**config.mk**
```make
export PLATFORM = sky130hd
export DESIGN_NAME = linked_list_node_pool_top
export DESIGN_NICKNAME = d
export VERILOG_FILES = /design/src/hdl/llnp_pkg.sv /design/src/hdl/llnp_ram.sv /design/src/hdl/llnp_dp.sv /design/src/hdl/llnp_ctrl.sv /design/src/hdl/linked_list_node_pool_top.sv
export SDC_FILE = /design/constraint.sdc
export NUM_CORES = 2
export LEC_CHECK = 0
export BUFFER_PORTS_ARGS = -buffer_cell sky130_fd_sc_hd__buf_2
export CAP_MARGIN = 20
export CORE_UTILIZATION = 61
export DETAILED_ROUTE_END_ITERATION = 12
export PLACE_DENSITY = 0.77
export SLEW_MARGIN = 10
export SYNTH_ARGS = -nofsm -noshare
export SYNTH_HDL_FRONTEND = slang
export SYNTH_SLANG_ARGS = --single-unit
```
**constraint.sdc**
```tcl
create_clock -name clk -period 10.5 [get_ports clk]
set_input_delay 1.575 -clock clk [delete_from_list [all_inputs] [get_ports clk]]
set_output_delay 1.575 -clock clk [all_outputs]
set_load 0.1 [all_outputs]
```
**src/hdl/llnp_pkg.sv**
```systemverilog
// Package: shared constants, word types, command/status structs and helpers for the node pool.
`default_nettype none
package llnp_pkg;

    localparam int POOL_DEPTH_DEF = 64;

    localparam int IDX_W   = 6;
    localparam int NUM_W   = 32;
    localparam int OP_W    = 3;
    localparam int ST_W    = 2;
    localparam int FRESH_W = 7;

    localparam logic [OP_W-1:0] OP_CREATE  = 3'd0;
    localparam logic [OP_W-1:0] OP_INSERT  = 3'd1;
    localparam logic [OP_W-1:0] OP_DELETE  = 3'd2;
    localparam logic [OP_W-1:0] OP_RELEASE = 3'd3;
    localparam logic [OP_W-1:0] OP_DUMP    = 3'd4;

    localparam logic [ST_W-1:0] ST_OK       = 2'd0;
    localparam logic [ST_W-1:0] ST_NO_SPACE = 2'd1;
    localparam logic [ST_W-1:0] ST_EMPTY    = 2'd2;

    typedef struct packed {
        logic [OP_W-1:0]  operation;
        logic [IDX_W-1:0] node;
        logic [NUM_W-1:0] value;
    } req_t;

    typedef struct packed {
        logic [IDX_W-1:0] handle;
        logic [NUM_W-1:0] stored_number;
        logic [ST_W-1:0]  status;
        logic             last;
    } rsp_t;

    // Commands from the controller to the datapath
    typedef struct packed {
        logic load_in;     // capture the request word
        logic take_fresh;  // allocate from the bump pointer
        logic pop_rd;      // read the link of the free-list head
        logic pop_free;    // allocate the free-list head, advance the free list
        logic commit;      // write the allocated node and emit its handle
        logic push_cur;    // push the current node onto the free list
        logic walk_rd;     // read number and link of the current node
        logic walk_adv;    // step to the next node of the walk
        logic emit_dump;   // emit the current node's number
        logic emit_resp;   // emit the single closing word
    } cmd_t;

    // Status from the datapath to the controller
    typedef struct packed {
        logic [OP_W-1:0] op;
        logic            cur_zero;
        logic            free_empty;
        logic            fresh_avail;
        logic            fin;
        logic            out_free;
    } stat_t;

    // Indices at or above the pool depth read as the empty list
    function automatic logic [IDX_W-1:0] clip_idx(input logic [IDX_W-1:0] v,
                                                  input int unsigned depth);
        logic [IDX_W-1:0] r;
        r = (32'(v) < depth) ? v : '0;
        return r;
    endfunction

endpackage
`default_nettype wire

```
**src/hdl/llnp_ram.sv**
```systemverilog
// Generic single-write, single-read RAM with registered read data.
`default_nettype none
module llnp_ram #(
    parameter int WIDTH = 32,
    parameter int DEPTH = 64
) (
    input  logic                     clk,
    input  logic                     we,
    input  logic [$clog2(DEPTH)-1:0] waddr,
    input  logic [WIDTH-1:0]         wdata,
    input  logic                     re,
    input  logic [$clog2(DEPTH)-1:0] raddr,
    output logic [WIDTH-1:0]         rdata
);

    logic [WIDTH-1:0] mem [DEPTH];
    logic [WIDTH-1:0] rdata_reg;

    always_ff @(posedge clk)
    begin
        if (we)
        begin
            mem[waddr] <= wdata;
        end
        if (re)
        begin
            rdata_reg <= mem[raddr];
        end
    end

    assign rdata = rdata_reg;

endmodule
`default_nettype wire

```
**src/hdl/llnp_dp.sv**
```systemverilog
// Datapath: node memories, free-list head, bump pointer, walk registers and result register.
`default_nettype none
module llnp_dp #(
    parameter int POOL_DEPTH = llnp_pkg::POOL_DEPTH_DEF
) (
    input  logic           clk,
    input  logic           rst_n,
    input  llnp_pkg::req_t req,
    input  llnp_pkg::cmd_t cmd,
    output llnp_pkg::stat_t stat,
    output logic           rsp_valid,
    input  logic           rsp_ready,
    output llnp_pkg::rsp_t rsp
);

    import llnp_pkg::*;

    localparam int AW = $clog2(POOL_DEPTH);

    logic [OP_W-1:0]    op_reg, op_next;
    logic [NUM_W-1:0]   value_reg, value_next;
    logic [IDX_W-1:0]   cur_reg, cur_next;
    logic [AW-1:0]      cnt_reg, cnt_next;
    logic [IDX_W-1:0]   alloc_reg, alloc_next;
    logic [IDX_W-1:0]   free_head_reg, free_head_next;
    logic [FRESH_W-1:0] next_fresh_reg, next_fresh_next;
    logic               rsp_valid_reg, rsp_valid_next;
    rsp_t               rsp_reg, rsp_next;

    logic [IDX_W-1:0] link_rdata;
    logic [NUM_W-1:0] num_rdata;
    logic [IDX_W-1:0] nx;
    logic             fin;
    logic             emit;
    logic             is_insert;
    logic [ST_W-1:0]  resp_status;

    logic             link_we, link_re;
    logic [IDX_W-1:0] link_waddr, link_raddr, link_wdata;
    logic [NUM_W-1:0] num_wdata;

    assign nx        = clip_idx(link_rdata, POOL_DEPTH);
    assign fin       = (nx == '0) || (cnt_reg == AW'(POOL_DEPTH - 2));
    assign is_insert = (op_reg == OP_INSERT);
    assign emit      = cmd.commit || cmd.emit_dump || cmd.emit_resp;

    always_comb
    begin
        case (op_reg)
            OP_CREATE, OP_INSERT: resp_status = ST_NO_SPACE;
            OP_DUMP:              resp_status = ST_EMPTY;
            default:              resp_status = ST_OK;
        endcase
    end

    // Memory ports
    assign link_we    = cmd.commit || cmd.push_cur;
    assign link_waddr = cmd.commit ? alloc_reg : cur_reg;
    assign link_wdata = cmd.commit ? (is_insert ? cur_reg : '0) : free_head_reg;
    assign link_re    = cmd.pop_rd || cmd.walk_rd;
    assign link_raddr = cmd.pop_rd ? free_head_reg : cur_reg;
    assign num_wdata  = is_insert ? value_reg : '0;

    llnp_ram #(.WIDTH(IDX_W), .DEPTH(POOL_DEPTH)) u_link_ram (
        .clk   (clk),
        .we    (link_we),
        .waddr (link_waddr[AW-1:0]),
        .wdata (link_wdata),
        .re    (link_re),
        .raddr (link_raddr[AW-1:0]),
        .rdata (link_rdata)
    );

    llnp_ram #(.WIDTH(NUM_W), .DEPTH(POOL_DEPTH)) u_num_ram (
        .clk   (clk),
        .we    (cmd.commit),
        .waddr (alloc_reg[AW-1:0]),
        .wdata (num_wdata),
        .re    (cmd.walk_rd),
        .raddr (cur_reg[AW-1:0]),
        .rdata (num_rdata)
    );

    always_comb
    begin
        op_next         = cmd.load_in ? req.operation : op_reg;
        value_next      = cmd.load_in ? req.value : value_reg;
        cur_next        = cur_reg;
        cnt_next        = cnt_reg;
        alloc_next      = alloc_reg;
        free_head_next  = free_head_reg;
        next_fresh_next = next_fresh_reg;

        if (cmd.load_in)
        begin
            cur_next = clip_idx(req.node, POOL_DEPTH);
            cnt_next = '0;
        end
        else if (cmd.walk_adv)
        begin
            cur_next = nx;
            cnt_next = cnt_reg + 1'b1;
        end

        if (cmd.take_fresh)
        begin
            alloc_next      = next_fresh_reg[IDX_W-1:0];
            next_fresh_next = next_fresh_reg + 1'b1;
        end
        else if (cmd.pop_free)
        begin
            alloc_next     = free_head_reg;
            free_head_next = nx;
        end
        else if (cmd.push_cur)
        begin
            free_head_next = cur_reg;
        end
    end

    always_comb
    begin
        rsp_next       = rsp_reg;
        rsp_valid_next = rsp_valid_reg && !rsp_ready;
        if (cmd.commit)
        begin
            rsp_next = '{handle: alloc_reg, stored_number: '0, status: ST_OK, last: 1'b1};
        end
        else if (cmd.emit_dump)
        begin
            rsp_next = '{handle: '0, stored_number: num_rdata, status: ST_OK, last: fin};
        end
        else if (cmd.emit_resp)
        begin
            rsp_next = '{handle: '0, stored_number: '0, status: resp_status, last: 1'b1};
        end
        if (emit)
        begin
            rsp_valid_next = 1'b1;
        end
    end

    always_ff @(posedge clk or negedge rst_n)
    begin
        if (!rst_n)
        begin
            free_head_reg  <= '0;
            next_fresh_reg <= FRESH_W'(1);
            rsp_valid_reg  <= 1'b0;
        end
        else
        begin
            free_head_reg  <= free_head_next;
            next_fresh_reg <= next_fresh_next;
            rsp_valid_reg  <= rsp_valid_next;
        end
    end

    always_ff @(posedge clk)
    begin
        op_reg    <= op_next;
        value_reg <= value_next;
        cur_reg   <= cur_next;
        cnt_reg   <= cnt_next;
        alloc_reg <= alloc_next;
        rsp_reg   <= rsp_next;
    end

    assign stat.op          = op_reg;
    assign stat.cur_zero    = (cur_reg == '0);
    assign stat.free_empty  = (free_head_reg == '0);
    assign stat.fresh_avail = (32'(next_fresh_reg) < POOL_DEPTH);
    assign stat.fin         = fin;
    assign stat.out_free    = !rsp_valid_reg || rsp_ready;

    assign rsp_valid = rsp_valid_reg;
    assign rsp       = rsp_reg;

    // A result may only be loaded when the output slot is empty or being drained
    a_emit_slot: assert property (@(posedge clk) disable iff (!rst_n)
        emit |-> (!rsp_valid_reg || rsp_ready))
        else $error("result loaded over an undelivered word");

    // The bump pointer moves only on a fresh allocation
    a_fresh_hold: assert property (@(posedge clk) disable iff (!rst_n)
        !cmd.take_fresh |=> $stable(next_fresh_reg))
        else $error("bump pointer moved without an allocation");

    // A fresh allocation never hands out node 0 or a node past the pool
    a_fresh_range: assert property (@(posedge clk) disable iff (!rst_n)
        cmd.take_fresh |-> (next_fresh_reg != '0 && 32'(next_fresh_reg) < POOL_DEPTH))
        else $error("bump pointer out of range at allocation");

endmodule
`default_nettype wire

```
**src/hdl/llnp_ctrl.sv**
```systemverilog
// Controller: state machine that sequences each operation through the datapath.
`default_nettype none
module llnp_ctrl (
    input  logic            clk,
    input  logic            rst_n,
    input  logic            req_valid,
    output logic            req_ready,
    input  llnp_pkg::stat_t stat,
    output llnp_pkg::cmd_t  cmd
);

    import llnp_pkg::*;

    localparam int SW = 4;
    localparam logic [SW-1:0] S_IDLE      = 4'd0;
    localparam logic [SW-1:0] S_DISPATCH  = 4'd1;
    localparam logic [SW-1:0] S_ALLOC_POP = 4'd2;
    localparam logic [SW-1:0] S_COMMIT    = 4'd3;
    localparam logic [SW-1:0] S_REL_RD    = 4'd4;
    localparam logic [SW-1:0] S_REL_WR    = 4'd5;
    localparam logic [SW-1:0] S_DUMP_RD   = 4'd6;
    localparam logic [SW-1:0] S_DUMP_EMIT = 4'd7;
    localparam logic [SW-1:0] S_RESP      = 4'd8;

    logic [SW-1:0] state_reg, state_next;

    always_comb
    begin
        state_next = state_reg;
        cmd        = '0;
        req_ready  = 1'b0;
        case (state_reg)
            S_IDLE:
            begin
                req_ready = 1'b1;
                if (req_valid)
                begin
                    cmd.load_in = 1'b1;
                    state_next  = S_DISPATCH;
                end
            end
            S_DISPATCH:
            begin
                case (stat.op)
                    OP_CREATE, OP_INSERT:
                    begin
                        if (!stat.free_empty)
                        begin
                            cmd.pop_rd = 1'b1;
                            state_next = S_ALLOC_POP;
                        end
                        else if (stat.fresh_avail)
                        begin
                            cmd.take_fresh = 1'b1;
                            state_next     = S_COMMIT;
                        end
                        else
                        begin
                            state_next = S_RESP;
                        end
                    end
                    OP_DELETE:
                    begin
                        cmd.push_cur = !stat.cur_zero;
                        state_next   = S_RESP;
                    end
                    OP_RELEASE:
                    begin
                        state_next = stat.cur_zero ? S_RESP : S_REL_RD;
                    end
                    OP_DUMP:
                    begin
                        state_next = stat.cur_zero ? S_RESP : S_DUMP_RD;
                    end
                    default:
                    begin
                        state_next = S_RESP;
                    end
                endcase
            end
            S_ALLOC_POP:
            begin
                cmd.pop_free = 1'b1;
                state_next   = S_COMMIT;
            end
            S_COMMIT:
            begin
                if (stat.out_free)
                begin
                    cmd.commit = 1'b1;
                    state_next = S_IDLE;
                end
            end
            S_REL_RD:
            begin
                cmd.walk_rd = 1'b1;
                state_next  = S_REL_WR;
            end
            S_REL_WR:
            begin
                cmd.push_cur = 1'b1;
                cmd.walk_adv = 1'b1;
                state_next   = stat.fin ? S_RESP : S_REL_RD;
            end
            S_DUMP_RD:
            begin
                cmd.walk_rd = 1'b1;
                state_next  = S_DUMP_EMIT;
            end
            S_DUMP_EMIT:
            begin
                if (stat.out_free)
                begin
                    cmd.emit_dump = 1'b1;
                    cmd.walk_adv  = 1'b1;
                    state_next    = stat.fin ? S_IDLE : S_DUMP_RD;
                end
            end
            S_RESP:
            begin
                if (stat.out_free)
                begin
                    cmd.emit_resp = 1'b1;
                    state_next    = S_IDLE;
                end
            end
            default:
            begin
                state_next = S_IDLE;
            end
        endcase
    end

    always_ff @(posedge clk or negedge rst_n)
    begin
        if (!rst_n)
        begin
            state_reg <= S_IDLE;
        end
        else
        begin
            state_reg <= state_next;
        end
    end

    // At most one result source per cycle
    a_one_emit: assert property (@(posedge clk) disable iff (!rst_n)
        $onehot0({cmd.commit, cmd.emit_dump, cmd.emit_resp}))
        else $error("two result sources in one cycle");

    // An accepted word is worked on before the next is taken
    a_one_at_a_time: assert property (@(posedge clk) disable iff (!rst_n)
        (req_valid && req_ready) |=> !req_ready)
        else $error("request taken while the previous one is in progress");

endmodule
`default_nettype wire

```
**src/hdl/linked_list_node_pool_top.sv**
```systemverilog
// Top level: node pool with free list, joining the controller and the datapath.
//
// A fixed pool of POOL_DEPTH list nodes (node 0 is the end-of-list mark and
// is never handed out), each with a 32-bit number and a link. Allocation takes
// the head of the free list first, then a fresh node from a bump pointer
// starting at 1; when both are used up, create and insert return handle 0
// with the out-of-space status and leave the pool untouched. One request word
// is worked on at a time, and the next is taken once the current one has
// placed its last result in the output register, so a finished result may
// wait there while the next request already runs. The link memory has a single
// read port with registered read data, so an allocation from the free list reads
// the head's link before it commits, while a fresh node commits directly; release
// and dump read each node and then free or emit it, and any result waits while
// the output side stalls. Walks visit at most POOL_DEPTH-1 nodes, which bounds
// lists made cyclic by freeing a node twice.
// The node memories need no clearing after reset; a node reads back
// meaningfully only once it has been allocated.
`default_nettype none
module linked_list_node_pool_top #(
    parameter int POOL_DEPTH = llnp_pkg::POOL_DEPTH_DEF
) (
    input  logic           clk,
    input  logic           rst_n,
    input  logic           req_valid,
    output logic           req_ready,
    input  llnp_pkg::req_t req,
    output logic           rsp_valid,
    input  logic           rsp_ready,
    output llnp_pkg::rsp_t rsp
);

    import llnp_pkg::*;

    cmd_t  cmd;
    stat_t stat;

    // Sequence each request word
    llnp_ctrl u_ctrl (
        .clk       (clk),
        .rst_n     (rst_n),
        .req_valid (req_valid),
        .req_ready (req_ready),
        .stat      (stat),
        .cmd       (cmd)
    );

    // Hold the pool, the free list and the output word
    llnp_dp #(.POOL_DEPTH(POOL_DEPTH)) u_dp (
        .clk       (clk),
        .rst_n     (rst_n),
        .req       (req),
        .cmd       (cmd),
        .stat      (stat),
        .rsp_valid (rsp_valid),
        .rsp_ready (rsp_ready),
        .rsp       (rsp)
    );

endmodule
`default_nettype wire

```
==> results_dict.tcl <==
set metrics [dict create \
    setup_viol 0 \
    irDropWorstVdd_mv 0.424 \
    core_area_mm2 0.163 \
    ant_nets 0 \
    path_class "flop to flop" \
    status "finished clean" \
    die_y_um 407 \
    synth-edff-count 2523 \
    cts_inserted_buffers 234 \
    max_slew_margin_pct 15.2 \
    timing.hold.ws_ns 0.477 \
    grtUsageTotal_pct 31.9 \
    via_count 52047 \
    cts_root_buf "clkbuf_16" \
    rsz0062_at_grt "no" \
    clk_pin_slew_ns 0.06 \
    power_mw 30.5 \
    antenna_found_initial 24 \
    grt_pass1_vias 50465 \
    synth_top_area_share_pct 75.8 \
    fill_cells 9471 \
    cts-hold-fix-buffers 0 \
    pre_cts_ws_ns 5.00 \
    start_kind "flop" \
    grt_max_degree 124 \
    drt_iter0_drc 8498 \
    placementRows 148 \
    grt_pass1_wl_mm 367 \
    portBuffers 87 \
    finalHoldViolations 0 \
    hp-class "flop to flop" \
    maxSlewViolCount 0 \
    fin_tns_setup_ns 0 \
    clk_latency_ns 0.87 \
    post_layout_nonfiller_instances 7380 \
    ys_seq_elements 2582 \
    worst-path-max-fanout 99 \
    fin_ws_ns 5.17 \
    period_minus_slack_ns 5.33 \
    syn_to_final_growth_pct 11.8 \
    die_w_um 407 \
    tritoncts "yes" \
    seq_area_frac_synth_pct 77.1 \
    synth-main-ff-cell "edfxtp_1" \
    htreeDepth 4 \
    clock-sinks 2582 \
    layout.nets 5041 \
    drt_wl_total_mm 263 \
    synth.area.top_cells "edfxtp_1 (76%), mux4_2 (12%), mux2i_1 (2.3%)" \
    final_common_cell "edfxtp_1" \
    io_pins 88 \
    ctsLongestPathBuffers 3 \
    endpoint_kind "flop" \
    max_freq_mhz 187 \
    async_reset_ff_share_pct 0.697 \
    dp.cells 6911 \
    post-cts-setup-buffers 0 \
    dp_hpwl_mm 143 \
    ys_warn_count 0 \
    crit_arrival_ns 5.87 \
    first_pass_iters 6 \
    synth_cell_type_count 68 \
    drc 0 \
    fin_skew_ns 0.0458 \
    grt-ovfl-total 0 \
    p_leak_nw 36.0 \
    gp_congestion 0.888 \
    drv_cap 0 \
    avgSynthCellArea_um2 20.7 \
    synth_nets 4883 \
    syn_area_mm2 0.100 \
    synthCells 4835 \
    power.density_mw_per_mm2 273 \
    start_util_pct 61.4 \
    synth_area_leader_cell "edfxtp_1" \
    final_cell_mix "edfxtp_1 (2,523), mux4_2 (530), clkbuf_16 (237)" \
    via_per_inst 7.05 \
    die_area_mm2 0.166 \
    ctsResizeCount 0 \
    crit_required_ns 11.04 \
    largest_reg_flops 2048 \
    wire_per_inst_um 35.7 \
    fin_crit_sh_pct 50.8 \
    worst_pin_slew_ns 1.26 \
    drive_gt1_share_pct 23.9 \
]
cell usage after synthesis (all sizes together) (41+ instances only):
library cell / number
o22ai: 53
mux2i: 232
buf: 116
edfxtp: 2523
a21boi: 74
nand2: 92
o21ai: 94
and3: 160
a211oi: 81
a21oi: 54
o211ai: 73
and2: 43
mux4: 530
nor2: 157
dfxtp: 41
clkbuf: 190
per-stage QoR:
step	instance area (um2)	utilization, %
CTS	111000	68.4
floorplan	100000	-
detailed placement	104000	63.7
finish	112000	68.7
global route	112000	68.7
global placement	103000	63.5
critical path, stage by stage (launching register included):
cell and delay [ns]:
edfxtp_1 0.44, buf_12 0.64, buf_4 0.71, buf_4 0.79
mux4_2 0.63, mux2i_1 0.22, o21ai_0 0.19, o311ai_1 0.83
o21ai_0 0.28
power breakdown:
part / internal [mW] / switching (mW) / leakage (nW)
sequential: 12.0 / 0.312 / 23.7
clock: 4.90 / 3.77 / 3.75
combinational: 3.33 / 6.16 / 8.53
cells by family (layout without fill, tap and decap cells):
family / count (synthesis) / count (layout) / share of synthesized area [%]
xor+xnor: 10 / 10 / 0.0876
simple gates: 562 / 562 / 2.88
other cells: 0 / 8 / 0
flops: 2582 / 2582 / 77.1
compound gates: 578 / 578 / 4.08
buf+inv: 316 / 678 / 1.31
fa+ha+maj: 3 / 3 / 0.0376
mux: 784 / 784 / 14.5
final timing paths:
path	from	endpoint	slack (ns)	depth (start not counted)
setup / recovery	u_dp.cur_reg[0]	u_dp.u_num_ram.rdata[30]	5.17	8
hold / removal	u_dp.rsp[29]	u_dp.rsp[29]	0.48	1
setup reg to reg	u_dp.cur_reg[0]	u_dp.u_num_ram.rdata[30]	5.17	8
hold reg to reg	u_dp.rsp[29]	u_dp.rsp[29]	0.48	1
max in group asynchronous	rst_n	u_dp.next_fresh_reg[0]	9.50	1
min in group asynchronous	rst_n	u_ctrl.state_reg[0]	0.65	1
per-layer routing:
metal | share of wire, % | track usage, % | wire length [um]
met1 | 35 | 44.6 | 92700
met2 | 47 | 48.5 | 125000
met3 | 13 | 7.29 | 33200
met4 | 4.7 | 14.6 | 12300
met5 | 0.019 | 0 | 49
area by class of cell:
class	instances	area [um2]	area share (%)
Sequential cell	2582	77000	68.9
Clock buffer	303	6240	5.58
Inverter	10	37.5	0.0336
Antenna cell	8	20.0	0.0179
Multi-Input combinational cell	1937	22300	19.9
Tap cell	2175	2720	2.43
Clock inverter	137	1500	1.34
Timing Repair Buffer	228	1950	1.74
Note: power is estimated with default switching activity, not from simulation.
